$ cat src/hdl/speaker_pan_coefficients_unit_defines.svh
// ----------------------------------------------------------------------------
// Speaker pan coefficients: assertion macros
// Shared concurrent checks, clocked on clk and quiet while arst_n is low.
// ----------------------------------------------------------------------------
`ifndef SPEAKER_PAN_COEFFICIENTS_UNIT_DEFINES_SVH
`define SPEAKER_PAN_COEFFICIENTS_UNIT_DEFINES_SVH

// same-cycle implication
`define SPC_ASSERT_NOW(lbl, ante, cons, msg) \
	lbl: assert property (@(posedge clk) disable iff (!arst_n) (ante) |-> (cons)) \
		else $error(msg);

// next-cycle implication
`define SPC_ASSERT_NEXT(lbl, ante, cons, msg) \
	lbl: assert property (@(posedge clk) disable iff (!arst_n) (ante) |=> (cons)) \
		else $error(msg);

`endif

$ cat src/hdl/spc_pkg.sv
// ----------------------------------------------------------------------------
// spc_pkg
// Shared types, constants and tables of the speaker pan coefficients unit.
// ----------------------------------------------------------------------------
`timescale 1ns / 1ps

package spc_pkg;
	localparam int CORDIC_BITS  = 20;
	localparam int CORDIC_STEPS = 20;
	localparam int CORDIC_W     = 38;
	localparam int ACC_W        = 29;
	localparam int SPK_COUNT    = 15;
	localparam int OUT_COUNT    = 7;
	localparam int POS_W        = 16;
	localparam int WIDTH_W      = 15;
	localparam int GAIN_W       = 16;

	localparam int SPK_DEG [SPK_COUNT] = '{
		-360, -330, -270, -210, -150, -90, -30, 0, 30, 90, 150, 210, 270, 330, 360
	};
	// output slot of each speaker: ch0, ch1, ch2, ch4, ch5, ch6, ch7
	localparam int SPK_OUT [SPK_COUNT] = '{
		2, 1, 4, 6, 5, 3, 0, 2, 1, 4, 6, 5, 3, 0, 2
	};

	typedef logic [1:0] lane_kind_t;
	localparam lane_kind_t KIND_NONE  = 2'd0;
	localparam lane_kind_t KIND_UNITY = 2'd1;
	localparam lane_kind_t KIND_RAMP  = 2'd2;

	typedef struct packed {
		logic                 x_zero;
		logic                 z_neg;
		logic                 base_neg;
		logic [WIDTH_W-1:0]   inner_width;
		logic [WIDTH_W-1:0]   outer_width;
	} side_t;

	// arctangent of 2^-idx in degree * 2^20
	function automatic logic [ACC_W-2:0] atan_const(input int idx);
		logic [ACC_W-2:0] v;
		case (idx)
			0:       v = 28'd47185920;
			1:       v = 28'd27855475;
			2:       v = 28'd14718068;
			3:       v = 28'd7471121;
			4:       v = 28'd3750058;
			5:       v = 28'd1876857;
			6:       v = 28'd938658;
			7:       v = 28'd469357;
			8:       v = 28'd234682;
			9:       v = 28'd117342;
			10:      v = 28'd58671;
			11:      v = 28'd29335;
			12:      v = 28'd14668;
			13:      v = 28'd7334;
			14:      v = 28'd3667;
			15:      v = 28'd1833;
			16:      v = 28'd917;
			17:      v = 28'd458;
			18:      v = 28'd229;
			19:      v = 28'd115;
			default: v = '0;
		endcase
		return v;
	endfunction
endpackage

$ cat src/hdl/spc_window.sv
// ----------------------------------------------------------------------------
// spc_window
// Bearing rounding, window edges with truncating wrap, and per-speaker
// ramp setup (numerator, divisor, lane kind).
// ----------------------------------------------------------------------------
`timescale 1ns / 1ps

module spc_window import spc_pkg::*; #(
	parameter int ANGLE_FRAC_BITS = 6,
	parameter int GAIN_FRAC_BITS  = 15,
	parameter int NW              = ANGLE_FRAC_BITS + 12,
	parameter int DW              = NW + GAIN_FRAC_BITS + 1
) (
	input  logic                    clk,
	input  logic                    arst_n,
	input  logic                    en,
	input  logic                    vld_i,
	input  logic signed [ACC_W-1:0] acc_i,
	input  side_t                   side_i,
	output logic                    vld_q,
	output lane_kind_t              kind_q [SPK_COUNT],
	output logic [DW-1:0]           dvd_q  [SPK_COUNT],
	output logic [NW-1:0]           den_q  [SPK_COUNT]
);
	localparam int EW      = NW;
	localparam int TW      = ACC_W + 2;
	localparam int SH      = CORDIC_BITS - ANGLE_FRAC_BITS;
	localparam int HALF    = 2 ** (SH - 1);
	localparam int BASE_P  = 180 * (2 ** CORDIC_BITS) + HALF;
	localparam int BASE_M  = -180 * (2 ** CORDIC_BITS) + HALF;
	localparam int REAR    = 180 * (2 ** ANGLE_FRAC_BITS);
	localparam int FULL    = 360 * (2 ** (ANGLE_FRAC_BITS + 1));
	localparam int K       = $clog2(32768 / FULL + 2);
	localparam int MS      = K + 1;
	localparam int MW      = $clog2(FULL * (2 ** (K + 1)));

	// stage 1: rounded bearing, doubled
	logic signed [TW-1:0] addend;
	logic signed [TW-1:0] total;
	logic signed [EW-1:0] bear;
	logic                 vld_s1;
	logic signed [EW-1:0] a_s1;
	logic [WIDTH_W-1:0]   iw_s1;
	logic [WIDTH_W-1:0]   ow_s1;

	always_comb begin
		if (!side_i.z_neg) begin
			addend = TW'(HALF);
		end else if (side_i.base_neg) begin
			addend = TW'(BASE_M);
		end else begin
			addend = TW'(BASE_P);
		end
		total = TW'(acc_i) + addend;
		if (side_i.x_zero) begin
			bear = side_i.z_neg ? EW'(REAR) : '0;
		end else begin
			bear = EW'(total >>> SH);
		end
	end

	always_ff @(posedge clk or negedge arst_n) begin
		if (!arst_n) begin
			vld_s1 <= 1'b0;
		end else if (en) begin
			vld_s1 <= vld_i;
		end
	end

	always_ff @(posedge clk) begin
		if (en) begin
			a_s1  <= {bear[EW-2:0], 1'b0};
			iw_s1 <= side_i.inner_width;
			ow_s1 <= side_i.outer_width;
		end
	end

	// stage 2: raw edges as sign and magnitude (outer left, outer right,
	// inner left, inner right)
	logic signed [MW:0]   raw [4];
	logic                 mod_vld_q [MS+1];
	logic [MW-1:0]        mod_mag_q [MS+1][4];
	logic                 mod_sgn_q [MS+1][4];
	logic signed [EW-1:0] mod_a_q   [MS+1];

	always_comb begin
		raw[0] = (MW+1)'(a_s1) - $signed({1'b0, (MW)'(ow_s1)});
		raw[1] = (MW+1)'(a_s1) + $signed({1'b0, (MW)'(ow_s1)});
		raw[2] = (MW+1)'(a_s1) - $signed({1'b0, (MW)'(iw_s1)});
		raw[3] = (MW+1)'(a_s1) + $signed({1'b0, (MW)'(iw_s1)});
	end

	always_ff @(posedge clk or negedge arst_n) begin
		if (!arst_n) begin
			mod_vld_q[0] <= 1'b0;
		end else if (en) begin
			mod_vld_q[0] <= vld_s1;
		end
	end

	always_ff @(posedge clk) begin
		if (en) begin
			for (int e = 0; e < 4; e++) begin
				mod_sgn_q[0][e] <= raw[e][MW];
				mod_mag_q[0][e] <= raw[e][MW] ? MW'(-raw[e]) : MW'(raw[e]);
			end
			mod_a_q[0] <= a_s1;
		end
	end

	// wrap stages: one multiple of the full circle per stage
	for (genvar st = 0; st < MS; st++) begin : g_mod
		localparam int SUBV = FULL * (2 ** (K - st));

		always_ff @(posedge clk or negedge arst_n) begin
			if (!arst_n) begin
				mod_vld_q[st+1] <= 1'b0;
			end else if (en) begin
				mod_vld_q[st+1] <= mod_vld_q[st];
			end
		end

		always_ff @(posedge clk) begin
			if (en) begin
				for (int e = 0; e < 4; e++) begin
					if (mod_mag_q[st][e] >= MW'(SUBV)) begin
						mod_mag_q[st+1][e] <= mod_mag_q[st][e] - MW'(SUBV);
					end else begin
						mod_mag_q[st+1][e] <= mod_mag_q[st][e];
					end
					mod_sgn_q[st+1][e] <= mod_sgn_q[st][e];
				end
				mod_a_q[st+1] <= mod_a_q[st];
			end
		end
	end

	// stage 3: signed edges
	logic                 vld_s3;
	logic signed [EW-1:0] edge_s3 [4];
	logic signed [EW-1:0] a_s3;

	always_ff @(posedge clk or negedge arst_n) begin
		if (!arst_n) begin
			vld_s3 <= 1'b0;
		end else if (en) begin
			vld_s3 <= mod_vld_q[MS];
		end
	end

	always_ff @(posedge clk) begin
		if (en) begin
			for (int e = 0; e < 4; e++) begin
				edge_s3[e] <= mod_sgn_q[MS][e] ? -EW'(mod_mag_q[MS][e]) :
					EW'(mod_mag_q[MS][e]);
			end
			a_s3 <= mod_a_q[MS];
		end
	end

	// stages 4 to 6, one lane per speaker
	logic vld_s4;
	logic vld_s5;

	always_ff @(posedge clk or negedge arst_n) begin
		if (!arst_n) begin
			vld_s4 <= 1'b0;
			vld_s5 <= 1'b0;
			vld_q  <= 1'b0;
		end else if (en) begin
			vld_s4 <= vld_s3;
			vld_s5 <= vld_s4;
			vld_q  <= vld_s5;
		end
	end

	for (genvar l = 0; l < SPK_COUNT; l++) begin : g_lane
		localparam logic signed [EW-1:0] SPOS =
			EW'(SPK_DEG[l] * (2 ** (ANGLE_FRAC_BITS + 1)));

		logic                 left;
		logic signed [EW-1:0] o_edge;
		logic signed [EW-1:0] n_edge;
		logic                 outer_s4;
		logic                 inner_s4;
		logic signed [EW:0]   dos_s4;
		logic signed [EW:0]   don_s4;
		lane_kind_t           kind_s5;
		logic [NW-1:0]        num_s5;
		logic [NW-1:0]        den_s5;

		assign left   = SPOS < a_s3;
		assign o_edge = left ? edge_s3[0] : edge_s3[1];
		assign n_edge = left ? edge_s3[2] : edge_s3[3];

		always_ff @(posedge clk) begin
			if (en) begin
				outer_s4 <= (SPOS > edge_s3[0]) && (edge_s3[1] > SPOS);
				inner_s4 <= (SPOS > edge_s3[2]) && (edge_s3[3] > SPOS);
				dos_s4   <= (EW+1)'(o_edge) - (EW+1)'(SPOS);
				don_s4   <= (EW+1)'(o_edge) - (EW+1)'(n_edge);

				num_s5 <= dos_s4[EW] ? NW'(-dos_s4) : NW'(dos_s4);
				den_s5 <= don_s4[EW] ? NW'(-don_s4) : NW'(don_s4);
				if (!outer_s4) begin
					kind_s5 <= KIND_NONE;
				end else if (inner_s4 || don_s4 == '0) begin
					kind_s5 <= KIND_UNITY;
				end else begin
					kind_s5 <= KIND_RAMP;
				end

				if (kind_s5 == KIND_RAMP && num_s5 >= den_s5) begin
					kind_q[l] <= KIND_UNITY;
				end else begin
					kind_q[l] <= kind_s5;
				end
				dvd_q[l] <= DW'({num_s5, {GAIN_FRAC_BITS{1'b0}}}) + DW'(den_s5 >> 1);
				den_q[l] <= den_s5;
			end
		end
	end
endmodule

$ cat config.mk
export PLATFORM = sky130hd
export DESIGN_NAME = spc_window
export DESIGN_NICKNAME = d
export VERILOG_FILES = /design/src/hdl/speaker_pan_coefficients_unit_defines.svh /design/src/hdl/spc_pkg.sv /design/src/hdl/spc_window.sv
export SDC_FILE = /design/constraint.sdc
export NUM_CORES = 2
export LEC_CHECK = 0
export BUFFER_PORTS_ARGS = -buffer_cell sky130_fd_sc_hd__buf_4
export CELL_PAD_IN_SITES_DETAIL_PLACEMENT = 1
export CELL_PAD_IN_SITES_GLOBAL_PLACEMENT = 1
export CORE_MARGIN = 5
export CORE_UTILIZATION = 35
export DETAILED_ROUTE_END_ITERATION = 8
export PLACE_DENSITY = 0.7
export REMOVE_ABC_BUFFERS = 1
export SLEW_MARGIN = 5
export SYNTH_ARGS = -nofsm -noshare
export SYNTH_HDL_FRONTEND = slang
export SYNTH_SLANG_ARGS = --single-unit
$ cat constraint.sdc
create_clock -name clk -period 7.5 [get_ports clk]
set_input_delay 1.5 -clock clk [delete_from_list [all_inputs] [get_ports clk]]
set_output_delay 1.5 -clock clk [all_outputs]
set_load 0.005 [all_outputs]
==> out/metrics.cfg <==
[outcome]
status = completed

[route]
wl_per_cell_microns = 26.5
drt_wl_total_microns = 414000
vias_per_cell = 5.41
ant_nets = 0
vias = 84500
drt_iter0_drc = 7153
detail_route.first_pass.iterations = 6
drc = 0

[setup_path]
cp-start-kind = flip-flop
cpMostUsedCell = o21a_1
cp_cell_sequence = nor3_1 -> nand4_1 -> a311oi_1 -> o211ai_1 -> buf_4 -> mux2_2 -> inv_1 -> ha_1 -> fa_1 -> nor2b_1 -> o21ai_0 -> a21boi_0 -> o21a_1 -> nand4_1 -> a311oi_1 -> o21a_1 -> o21a_1 -> o41a_1 -> a31oi_1
required_ns = 8.18
cp_max_fo = 44
critPathArrivalTime_ns = 6.26
r2r-end = g_lane[0].don_s4[18]
crit_path_max_incr_delay_ns = 0.71
worst-setup-path-type = flip-flop to flip-flop
reg2reg_from = a_s3[1]
worstRegToRegCells = 19
rrSetupSlack_ns = 1.92
cp_slowest_cell = nor3_1
end_kind = flip-flop

[global_routing]
grt_pass1_wl_microns = 594000
grt_max_degree = 189
overflow = 0
antenna_found_initial = 31
track_usage = 0.224
grt_pass1_vias = 87500

[synth]
syn_area_per_cell_sq_um = 11.8
yosysSeqAreaShare = 0.543
synth_area_leaders = edfxtp_1, xnor2_1, ha_1
synth_top_cell_area_share = 0.541
synthArstFlopShare = 0.00368
yosysWarningCount = 0
syn_area_sq_um = 120000
ys_seq_elements = 2175
synth_cell_types = 93
synth_ff_type = edfxtp_1
yosys.area.top_type = edfxtp_1
synthMostInstantiatedCell = edfxtp_1
syn_inst = 10200
synth_common_cells = edfxtp_1, xnor2_1, inv_1, ha_1, nand2_1
synth_edf_count = 2167

[power]
power_w = 0.0492
p_per_area_nw_per_um2 = 354
leakagePower_nw = 53.3
irDropWorstVdd_v = 0.000241

[placement]
dp_hpwl_microns = 300000
portBuffers = 863
gp_congestion = 0.902
placed_cell_area_sq_um = 130000

[die]
rows = 215
dieArea_sq_um = 355000
start_util = 0.351
fp.dieH_microns = 596
coreArea_sq_um = 342000
io_pins = 877
die_w_microns = 596

[worst_hold_path]
hp-class = input port to async pin

[sta]
slew_violations = 0
slew_headroom = 0.0597
hold_slack_ns = 0.379
fmax_mhz = 179
fin_crit_ns = 5.58
rsz0062_at_grt = false
hold_viol = 0
worstMarginPinSlew_ns = 1.41
setup_violations = 0
finalCritPeriodShare = 0.744
finalClockSkew_ns = 0.0732

[clocking]
holdBufCountCts = 0
clk_path_buf_depth = 4
post_cts_resized = 0
root_buffer = clkbuf_16
htreeDepth = 4
cts_sinks = 2175
numCtsBuffers = 238
clk_latency_ns = 0.95
cts_tree = built
cts_setup_buffers = 0
clkSlewWorstSetupHoldPaths_ns = 0.07

[finish]
fin_area_sq_um = 139000
fillCellCount = 36500
nNetsFinal = 11600
fin_util = 0.406
drive_gt1_frac = 0.152
multi_input_area_sq_um = 49200
areaGrowthSynthToFinish_pct = 15.6
regArea_sq_um = 65300

[flow_run]
maxCapViolCount = 0

-- sequential cells by signal, summed over array words and instances (netlist names), 30 cells and up --
signal	flops
g_lane.num_s5	270
mod_a_q	51
g_lane.dos_s4	284
dvd_q	510
g_lane.den_s5	270
den_q	45
kind_q	30
edge_s3	72
g_lane.don_s4	285
g_lane.kind_s5	30
mod_mag_q	214
-- metal layers --
| layer | share of wire | track usage | up-vias |
|---|---|---|---|
| met3 | 0.069 | 0.0370 | 953 |
| li1 | - | - | 38000 |
| met2 | 0.47 | 0.372 | 3175 |
| met5 | 0.00014 | 0 | - |
| met4 | 0.066 | 0.134 | 6 |
| met1 | 0.39 | 0.274 | 42400 |
-- where the power goes --
part | internal (W) | switching (W)
sequential | 0.0179 | 0.00339
clock | 0.00740 | 0.00521
combinational | 0.00656 | 0.00872
total | 0.0318 | 0.0173
-- layout make-up --
type | count | share of cell area
sequential | 2175 | 0.470
antenna | 25 | 0.000450
timing repair buffer | 986 | 0.0542
tap | 4557 | 0.0410
multi-input combinational | 6686 | 0.354
inverter | 750 | 0.0203
clock inverter | 177 | 0.0165
clock buffer | 266 | 0.0436
-- stage by stage --
| step | setup slack [ns] | TNS (ns) | instances |
|---|---|---|---|
| after floorplan | -2.84 | -57.64 | 9611 |
| after global placement | 2.13 | 0 | 15200 |
| after detailed placement | 2.01 | 0 | 15200 |
| after CTS | 1.97 | 0 | 15600 |
| after global routing | 1.64 | 0 | 15600 |
| final | 1.92 | 0 | 15600 |
-- critical path, delay by kind of cell (launching register included) --
family,cells,cell delay [ns]
AOI/OAI and AO/OA,10,2.15
muxes,1,0.34
DFF,1,0.36
adders and majority gates,2,0.64
and+or+nand+nor,4,1.36
buffers and inverters,2,0.43
-- layout by cell type, fill, tap and decap left out, drive strengths merged, types with 83 or more instances in the layout --
master  Yosys  routed
clkinv      1      96
nor2b      96      96
nand3     178     178
nand2b    186     186
clkbuf    271     266
xor2      222     222
nor3      154     154
o41ai      83      83
mux2      215     215
xnor2    1014    1014
or3       106     106
mux2i     307     307
ha        697     697
edfxtp   2167    2167
o31ai     157     157
inv       749     760
o21ai     491     491
nor4       91      91
nor2      597     597
a21oi     403     403
buf       297     986
o21a       88      88
nand2     661     661
-- worst max-delay path by stage --
stage,slack (ns),to,startpoint,depth (start not counted)
after global routing,1.64,g_lane[12].don_s4[18],a_s3[17],14
after global placement,2.13,g_lane[12].don_s4[18],a_s3[17],15
after floorplan,-2.84,g_lane[2].don_s4[18],a_s3[11],16
after detailed placement,2.01,g_lane[0].don_s4[18],a_s3[1],19
after CTS,1.97,g_lane[0].don_s4[18],a_s3[1],19
final,1.92,g_lane[0].don_s4[18],a_s3[1],19
-- cell families (layout without fill, tap and decap cells) --
family          after synthesis  after routing  share of synthesized area
simple gates               2467           2467                      0.101
fa+ha+maj                   734            734                     0.0785
compound gates             1726           1726                     0.0921
buf+inv                    1318           2179                     0.0490
mux                         522            522                     0.0457
other cells                   0             25                          0
flops                      2175           2175                      0.543
xor+xnor                   1237           1237                     0.0903
Power figures use the tool's default switching activity.
