### src/hdl/speaker_pan_coefficients_unit_defines.svh
// ----------------------------------------------------------------------------
// Speaker pan coefficients: assertion macros
// Shared concurrent checks, clocked on clk and quiet while arst_n is low.
// ----------------------------------------------------------------------------
`ifndef SPEAKER_PAN_COEFFICIENTS_UNIT_DEFINES_SVH
`define SPEAKER_PAN_COEFFICIENTS_UNIT_DEFINES_SVH

// same-cycle implication
`define SPC_ASSERT_NOW(lbl, ante, cons, msg) \
	lbl: assert property (@(posedge clk) disable iff (!arst_n) (ante) |-> (cons)) \
		else $error(msg);

// next-cycle implication
`define SPC_ASSERT_NEXT(lbl, ante, cons, msg) \
	lbl: assert property (@(posedge clk) disable iff (!arst_n) (ante) |=> (cons)) \
		else $error(msg);

`endif

### src/hdl/spc_pkg.sv
// ----------------------------------------------------------------------------
// spc_pkg
// Shared types, constants and tables of the speaker pan coefficients unit.
// ----------------------------------------------------------------------------
`timescale 1ns / 1ps

package spc_pkg;
	localparam int CORDIC_BITS  = 20;
	localparam int CORDIC_STEPS = 20;
	localparam int CORDIC_W     = 38;
	localparam int ACC_W        = 29;
	localparam int SPK_COUNT    = 15;
	localparam int OUT_COUNT    = 7;
	localparam int POS_W        = 16;
	localparam int WIDTH_W      = 15;
	localparam int GAIN_W       = 16;

	localparam int SPK_DEG [SPK_COUNT] = '{
		-360, -330, -270, -210, -150, -90, -30, 0, 30, 90, 150, 210, 270, 330, 360
	};
	// output slot of each speaker: ch0, ch1, ch2, ch4, ch5, ch6, ch7
	localparam int SPK_OUT [SPK_COUNT] = '{
		2, 1, 4, 6, 5, 3, 0, 2, 1, 4, 6, 5, 3, 0, 2
	};

	typedef logic [1:0] lane_kind_t;
	localparam lane_kind_t KIND_NONE  = 2'd0;
	localparam lane_kind_t KIND_UNITY = 2'd1;
	localparam lane_kind_t KIND_RAMP  = 2'd2;

	typedef struct packed {
		logic                 x_zero;
		logic                 z_neg;
		logic                 base_neg;
		logic [WIDTH_W-1:0]   inner_width;
		logic [WIDTH_W-1:0]   outer_width;
	} side_t;

	// arctangent of 2^-idx in degree * 2^20
	function automatic logic [ACC_W-2:0] atan_const(input int idx);
		logic [ACC_W-2:0] v;
		case (idx)
			0:       v = 28'd47185920;
			1:       v = 28'd27855475;
			2:       v = 28'd14718068;
			3:       v = 28'd7471121;
			4:       v = 28'd3750058;
			5:       v = 28'd1876857;
			6:       v = 28'd938658;
			7:       v = 28'd469357;
			8:       v = 28'd234682;
			9:       v = 28'd117342;
			10:      v = 28'd58671;
			11:      v = 28'd29335;
			12:      v = 28'd14668;
			13:      v = 28'd7334;
			14:      v = 28'd3667;
			15:      v = 28'd1833;
			16:      v = 28'd917;
			17:      v = 28'd458;
			18:      v = 28'd229;
			19:      v = 28'd115;
			default: v = '0;
		endcase
		return v;
	endfunction
endpackage

### src/hdl/spc_cordic_cell.sv
// ----------------------------------------------------------------------------
// spc_cordic_cell
// One vectoring rotation of the bearing chain, registered.
// ----------------------------------------------------------------------------
`timescale 1ns / 1ps

module spc_cordic_cell import spc_pkg::*; #(
	parameter int IDX = 0
) (
	input  logic                       clk,
	input  logic                       arst_n,
	input  logic                       en,
	input  logic                       vld_i,
	input  logic signed [CORDIC_W-1:0] re_i,
	input  logic signed [CORDIC_W-1:0] im_i,
	input  logic signed [ACC_W-1:0]    acc_i,
	input  side_t                      side_i,
	output logic                       vld_q,
	output logic signed [CORDIC_W-1:0] re_q,
	output logic signed [CORDIC_W-1:0] im_q,
	output logic signed [ACC_W-1:0]    acc_q,
	output side_t                      side_q
);
	logic signed [CORDIC_W-1:0] dr;
	logic signed [CORDIC_W-1:0] di;
	logic signed [ACC_W-1:0]    ang;

	assign dr  = im_i >>> IDX;
	assign di  = re_i >>> IDX;
	assign ang = $signed({1'b0, atan_const(IDX)});

	always_ff @(posedge clk or negedge arst_n) begin
		if (!arst_n) begin
			vld_q <= 1'b0;
		end else if (en) begin
			vld_q <= vld_i;
		end
	end

	always_ff @(posedge clk) begin
		if (en) begin
			if (!im_i[CORDIC_W-1]) begin
				re_q  <= re_i + dr;
				im_q  <= im_i - di;
				acc_q <= acc_i + ang;
			end else begin
				re_q  <= re_i - dr;
				im_q  <= im_i + di;
				acc_q <= acc_i - ang;
			end
			side_q <= side_i;
		end
	end
endmodule

### config.mk
export PLATFORM = sky130hd
export DESIGN_NAME = spc_cordic_cell
export DESIGN_NICKNAME = d
export VERILOG_FILES = /design/src/hdl/speaker_pan_coefficients_unit_defines.svh /design/src/hdl/spc_pkg.sv /design/src/hdl/spc_cordic_cell.sv
export SDC_FILE = /design/constraint.sdc
export NUM_CORES = 1
export LEC_CHECK = 0
export BUFFER_PORTS_ARGS = -buffer_cell sky130_fd_sc_hd__buf_2
export CORE_MARGIN = 2
export CORE_UTILIZATION = 55
export CTS_CLUSTER_DIAMETER = 100
export CTS_CLUSTER_SIZE = 40
export DETAILED_ROUTE_END_ITERATION = 8
export PLACE_DENSITY_LB_ADDON = 0.2
export SLEW_MARGIN = 30
export SYNTH_ARGS = -nofsm -noshare
export SYNTH_HDL_FRONTEND = slang
export SYNTH_SLANG_ARGS = --single-unit
export TNS_END_PERCENT = 30
### constraint.sdc
create_clock -name clk -period 0.8 [get_ports clk]
set_input_delay 0.12 -clock clk [delete_from_list [all_inputs] [get_ports clk]]
set_output_delay 0.12 -clock clk [all_outputs]
set_load 0.1 [all_outputs]
==> results of run 1 <==
-- stage by stage --
step           setup TNS, ps  setup WS (ps)   util  instance area [um2]  std cells
2_1_floorplan        -128680          -1670      -                12400       1256
3_3_place_gp         -137140          -2010  0.906                19000       2173
3_5_place_dp         -156220          -2340  0.906                19000       2173
-- logic make-up after synthesis --
family,Yosys count,synth area share
AOI/OAI and AO/OA,422,0.238
and+or+nand+nor,293,0.125
buffers and inverters,178,0.0689
DFF,138,0.354
adders and majority gates,129,0.141
xor gates and xnor gates,78,0.0584
muxes,18,0.0156
==> impl_metrics.yaml, run 1 <==
run_status:
  stop_error: "[ERROR DPL-0038] Utilization greater than 100%, impossible to legalize"
  outcome: "stopped before the end"
  stop_stage: "4_1_cts"
logic_synthesis:
  yosys-top-cells-count: "a21oi_1, edfxtp_1, ha_1, inv_1, nor2_1"
  synth.most_common_cell: "a21oi_1"
  ys_warn_count: 0
  syn_area_um2: 11700
  yosysTopAreaCellShare: 0.352
  synthArstFlopShare: 0.00725
  avgSynthCellArea_um2: 9.31
  yosys-top-cells-area: "edfxtp_1, ha_1, a21oi_1, xnor2_1, inv_1"
  synth_area_leader_cell: "edfxtp_1"
  synth_ff_type: "edfxtp_1"
  synth_sequential_area_ratio: 0.354
  ys_ff_latch: 138
  synth_cells: 1256
  synth_edf_count: 137
  yosys.cell_types.count: 96
  synth_nets: 1527
cts:
  root_buffer: "clkbuf_16"
  cts_sinks: 138
  cts_resized: 257
  numCtsBuffers: 17
  cts_setup_buffers: 56
  cts.path.max_buffers: 2
  htree_levels: 4
  ctsHoldBuffers: 57
placement:
  gp_congestion: 1.06
  dpl.hpwl_um: 45800
  portBuffers: 280
die:
  fp.dieW_um: 150
  initial_core_util: 0.558
  fp.dieH_um: 150
  rows: 53
  ios: 281
==> run 2, diff against run 1 <==
--- a/config.mk
+++ b/config.mk
@@ -7,11 +7,9 @@
 export LEC_CHECK = 0
 export BUFFER_PORTS_ARGS = -buffer_cell sky130_fd_sc_hd__buf_2
 export CORE_MARGIN = 2
-export CORE_UTILIZATION = 55
-export CTS_CLUSTER_DIAMETER = 100
-export CTS_CLUSTER_SIZE = 40
+export CORE_UTILIZATION = 40
 export DETAILED_ROUTE_END_ITERATION = 8
-export PLACE_DENSITY_LB_ADDON = 0.2
+export PLACE_DENSITY_LB_ADDON = 0.15
 export SLEW_MARGIN = 30
 export SYNTH_ARGS = -nofsm -noshare
 export SYNTH_HDL_FRONTEND = slang
==> run 2 against run 1 <==
Against the previous run: the flow now finishes, with violations (setup timing); synthesized cell count is the same; synthesized area is the same.
==> impl_metrics.yaml, run 2 <==
worst_setup_path:
  start_kind: "input port"
  r2r-start: "vld_q"
  regToRegSetupSlack_ps: 0
  crit_slowest_cell: "or3_4"
  worstSetupEndpoint: "im_q[22]"
  path_cells: "buf_8 -> ha_4 -> fa_2 -> nor3b_4 -> nor3_4 -> o221ai_2 -> or3_4 -> a21bo_1 -> a311o_1 -> buf_4 -> nand2_1 -> o21ai_1 -> xnor2_1"
  required_ps: 1000
  path_class: "input port to flip-flop"
  critical_path_arrival_ps: 2600
  reg2reg_depth: 1
  cp.depth: 13
  cp_top_family: "compound AO/OA/AOI/OAI gates"
  r2r_end: "vld_q"
  critPathMaxFanout: 2
  worst-path-buf-inv: 2
  slowest_delay_ps: 380
  timing.critical_path.from: "im_i[0]"
  worst_setup_path_end_kind: "flip-flop"
grt:
  grt_pass1_vias: 13100
  grt_max_degree: 36
  overflow: 0
  grt_pass1_wl_um: 74100
  antenna_found_initial: 2
  track_usage: 0.315
cts:
  cts.path.max_buffers: 2
  cts_sinks: 138
  clk_pin_slew_ps: 70
  root_buffer: "clkbuf_16"
  cts_tree: "yes"
  insertion_delay_ps: 430
  numCtsBuffers: 17
  htree_levels: 4
detailed_routing:
  drt_first_pass_iters: 6
  drt-initial-drc-count: 1099
  vias: 13100
  wl_um: 50100
  antenna_left: 0
  wire_per_inst_um: 20.4
  via_per_inst: 5.35
  drc: 0
run:
  drv_cap: 0
placement:
  portBuffers: 280
  gp_congestion: 0.967
  dpl.hpwl_um: 37800
  dp_slack_ps: -2180
  placed_area_um2: 19400
finish:
  regMostFlops: "re_q"
  reg_top3: "re_q x38, im_q x37, side_q x33"
  nNetsFinal: 2331
  layout_commonest_cell: "buf_4"
  fin_area_um2: 22400
  synthToLayoutAreaGrowth_pct: 91.1
  n_fill_cell: 1874
  final_layout_size_suffix_gt1_frac: 0.527
  largest_reg_flops: 38
  layout_common_cells: "buf_4, buf_12, edfxtp_1"
  utilization: 0.777
die:
  ios: 281
  rows: 62
  initial_core_util: 0.406
  fp.dieH_um: 175
  core_area_um2: 28800
  die_area_um2: 30600
  fp.dieW_um: 175
pwr:
  max-vdd-ir-drop_mv: 1.32
  p_per_area_nw_per_um2: 1850
  p_leak_nw: 9.87
logic_synthesis:
  synth_sequential_area_ratio: 0.354
  yosys.cell_types.count: 96
  synth_ff_type: "edfxtp_1"
  yosysTopAreaCellShare: 0.352
  synth_area_leader_cell: "edfxtp_1"
  synth_nets: 1527
  synth_edf_count: 137
  yosys-top-cells-count: "a21oi_1, edfxtp_1, ha_1, inv_1, nor2_1"
  yosys-top-cells-area: "edfxtp_1, ha_1, a21oi_1, xnor2_1, inv_1"
  avgSynthCellArea_um2: 9.31
  synthArstFlopShare: 0.00725
  synth.most_common_cell: "a21oi_1"
  ys_ff_latch: 138
  syn_area_um2: 11700
  ys_warn_count: 0
  synth_cells: 1256
sta:
  max_clock_freq_mhz: 416
  rsz0062_at_grt: "true"
  hold_violations: 0
  clock_skew_ps: 0
  worst_slew_pin_slew_ps: 632
  maxSlewViolCount: 0
  setup_viol_count_final: 220
  setup_ws_ps: -1600
  setup-tns-final_ps: -146970
  timing.final.crit_period_ps: 2400
  period_share: 3.00
  slew_headroom: 0.578
min_path:
  min_path_type: "input port to flip-flop"
run_status:
  violations: "setup timing"
  outcome: "finished with violations"
-- run 2: cell counts after synthesis --
No cell type changed its count.
-- run 2: cells by family (layout without fill, tap and decap cells) --
group                      count (synthesis)  after routing  synth area share
buffers and inverters                    178            995            0.0689
and+or+nand+nor                          293            293             0.125
DFF                                      138            138             0.354
xor gates and xnor gates                  78             78            0.0584
adders and majority gates                129            129             0.141
AOI/OAI and AO/OA                        422            422             0.238
muxes                                     18             18            0.0156
other                                      0              2                 0
-- run 2: final cells by class --
| type | count | area, um2 | share of cell area |
|---|---|---|---|
| repair buffers | 840 | 8260 | 0.369 |
| flip-flops and latches | 138 | 4140 | 0.185 |
| clock buffers | 18 | 429 | 0.0192 |
| multi-input cells | 940 | 8390 | 0.375 |
| clock inverters | 14 | 134 | 0.00599 |
| inverters | 123 | 526 | 0.0235 |
| diodes | 2 | 5.00 | 0.000224 |
| well taps | 384 | 480 | 0.0215 |
-- run 2: layer usage --
metal | GRT usage | share of wire
met1 | 0.392 | 0.40
met2 | 0.541 | 0.50
met3 | 0.0651 | 0.068
met4 | 0.108 | 0.029
met5 | 0 | 0
-- run 2: through the flow --
stage / total power, W / instances / hold WS, ps
detailed placement: 0.0312 / 2314 / -101
CTS: 0.0402 / 2432 / 5.69
finish: 0.0413 / 2459 / 11.3
floorplan: 0.0219 / 1256 / -176
global route: 0.0426 / 2458 / 5.92
global placement: 0.0310 / 2314 / -104
-- run 2: worst min-delay path by stage --
| stage | end | slack (ps) | cells past startpoint | start |
|---|---|---|---|---|
| 4_1_cts | re_q[37] | 6 | 2 | re_i[37] |
| 3_3_place_gp | vld_q | -100 | 1 | arst_n |
| 3_5_place_dp | vld_q | -100 | 1 | arst_n |
| 2_1_floorplan | vld_q | -180 | 0 | arst_n |
| 5_1_grt | im_q[22] | 6 | 1 | en |
| 6_report | im_q[22] | 10 | 1 | en |
-- run 2: timing repair --
action / 4_1_cts / 5_1_grt
pin swaps: 83 / 76
cloned: 0 / 0
endpoints found under the setup margin: 219 / 220
gates resized for setup: 173 / 145
hold buffers: 56 / 0
hold endpoints to repair: 55 / 0
buffers inserted: 36 / 33
-- run 2: report_power, final --
part / switching, W / internal [W]
sequential: 0.000831 / 0.00928
clock: 0.00382 / 0.00409
combinational: 0.0137 / 0.00959
total: 0.0183 / 0.0230
(Power assumes the default switching activity.)
==> run 3, diff against run 2 <==
--- a/config.mk
+++ b/config.mk
@@ -10,6 +10,7 @@
 export CORE_UTILIZATION = 40
 export DETAILED_ROUTE_END_ITERATION = 8
 export PLACE_DENSITY_LB_ADDON = 0.15
+export RECOVER_POWER = 50
 export SLEW_MARGIN = 30
 export SYNTH_ARGS = -nofsm -noshare
 export SYNTH_HDL_FRONTEND = slang
==> run 3 against run 2 <==
Against the previous run: the run still ends with setup timing left; first-iteration DRC count rose by 0.27%; flip-flop and latch count did not move; non-clock buffer count did not move; count of clock-buffer cells in the layout did not move; critical path depth fell by 1; via count rose by 0.18%; wire length barely moved; sequential power barely moved; worst setup slack got worse by 15 ps; utilization fell by 0.11 points; power barely moved; global-route usage did not move; critical endpoint is now re_q[37]; largest power group unchanged; highest routed layer unchanged.
==> impl_metrics.yaml, run 3 (same netlist as run 2, synthesis figures left out) <==
run_status:
  outcome: "finished with violations"
  violations: "setup timing"
finish:
  synthToLayoutAreaGrowth_pct: 90.9
  regMostFlops: "re_q"
  layout_commonest_cell: "buf_4"
  reg_top3: "re_q x38, im_q x37, side_q x33"
  final_layout_size_suffix_gt1_frac: 0.526
  largest_reg_flops: 38
  fin_area_um2: 22300
  nNetsFinal: 2331
  layout_common_cells: "buf_4, buf_12, edfxtp_1"
detailed_routing:
  wl_um: 50100
  wire_per_inst_um: 20.4
  vias: 13200
  via_per_inst: 5.36
  drc: 0
  antenna_left: 0
  drt-initial-drc-count: 1102
  drt_first_pass_iters: 5
placement:
  portBuffers: 280
  gp_congestion: 0.967
  dpl.hpwl_um: 37800
  placed_area_um2: 19400
cts:
  numCtsBuffers: 17
  insertion_delay_ps: 430
  cts_tree: "yes"
  htree_levels: 4
  cts.path.max_buffers: 2
  cts_sinks: 138
  clk_pin_slew_ps: 60
  root_buffer: "clkbuf_16"
worst_setup_path:
  cp.depth: 12
  cpMostUsedCell: "buf_4"
  path_cells: "buf_2 -> ha_4 -> nand4_1 -> buf_4 -> o21ai_0 -> and2_4 -> a2111oi_4 -> buf_4 -> o41ai_2 -> a31o_2 -> a41oi_2 -> xnor2_1"
  critPathMaxFanout: 8
  path_class: "input port to flip-flop"
  worst_setup_path_end_kind: "flip-flop"
  reg2reg_depth: 1
  cp_top_family: "compound AO/OA/AOI/OAI gates"
  crit_slowest_cell: "o41ai_2"
  worst-path-buf-inv: 3
  required_ps: 990
  critical_path_arrival_ps: 2610
  slowest_delay_ps: 490
  start_kind: "input port"
pwr:
  power_w: 0.0412
  p_per_area_nw_per_um2: 1850
  max-vdd-ir-drop_mv: 1.32
  p_leak_nw: 9.86
min_path:
  min_path_cells: 2
  min_path_type: "input port to flip-flop"
grt:
  grt_max_degree: 36
  grtUsageMet3: 0.0651
  grt_pass1_wl_um: 74100
  grt_pass1_vias: 13100
  overflow: 0
  antenna_found_initial: 2
  grt.busiest_layer: "met2"
  met2_usage: 0.541
  grt_use_met1: 0.392
  track_usage: 0.315
sta:
  setup-tns-final_ps: -146950
  holdWs_ps: 21.6
  clock_skew_ps: 0
  maxSlewViolCount: 0
  setup_viol_count_final: 220
  hold_violations: 0
  rsz0062_at_grt: "true"
  slew_headroom: 0.578
  max_clock_freq_mhz: 414
  worst_slew_pin_slew_ps: 632
  period_share: 3.02
  timing.final.crit_period_ps: 2420
  setup_ws_ps: -1620
die:
  ios: 281
  core_area_um2: 28800
  fp.dieH_um: 175
  die_area_um2: 30600
  fp.dieW_um: 175
  initial_core_util: 0.406
  rows: 62
run:
  drv_cap: 0
## run 3: metrics by stage
step | worst slack (ps) | instances | utilization
6_report | -1620 | 2459 | 0.776
5_1_grt | -1680 | 2458 | 0.776
4_1_cts | -1560 | 2432 | 0.746
3_5_place_dp | -2180 | 2314 | 0.674
3_3_place_gp | -2110 | 2314 | 0.674
2_1_floorplan | -1670 | 1256 | -
## run 3: final cells by class
cell class / count / area, um2
antenna: 2 / 5.00
clock buffer: 18 / 429
clock inverter: 14 / 134
fill: 1879 / 6450
inverter: 123 / 526
multi-input combinational: 940 / 8390
sequential: 138 / 4140
tap: 384 / 480
timing repair buffer: 840 / 8230
## run 3: per-layer routing
layer  share of wire  up-vias
li1                -     6156
met1            0.41     6342
met2            0.50      566
met3           0.068      109
met4           0.030        0
met5               0        -
## run 3: final timing paths
check,from,endpoint,slack (ps)
worst max-delay path,im_i[15],re_q[37],-1620
worst min-delay path,re_i[37],re_q[37],20
worst max register to register,vld_q,vld_q,0
worst min register to register,vld_q,vld_q,600
max in group asynchronous,arst_n,vld_q,180
min in group asynchronous,arst_n,vld_q,520
## run 3: what timing repair did
| item | CTS | global route |
|---|---|---|
| hold buffers | 56 | 0 |
| resized for setup | 173 | 145 |
| hold endpoints to repair | 55 | 0 |
| pin swaps | 83 | 76 |
| endpoints found under the setup margin | 219 | 220 |
| setup buffers | 36 | 33 |
## run 3: power breakdown
group          leakage (nW)  internal, W  total [W]  switching (W)
Sequential             1.35      0.00928     0.0101       0.000832
Clock                 0.264      0.00409    0.00790        0.00381
Combinational          8.24      0.00957     0.0232         0.0136
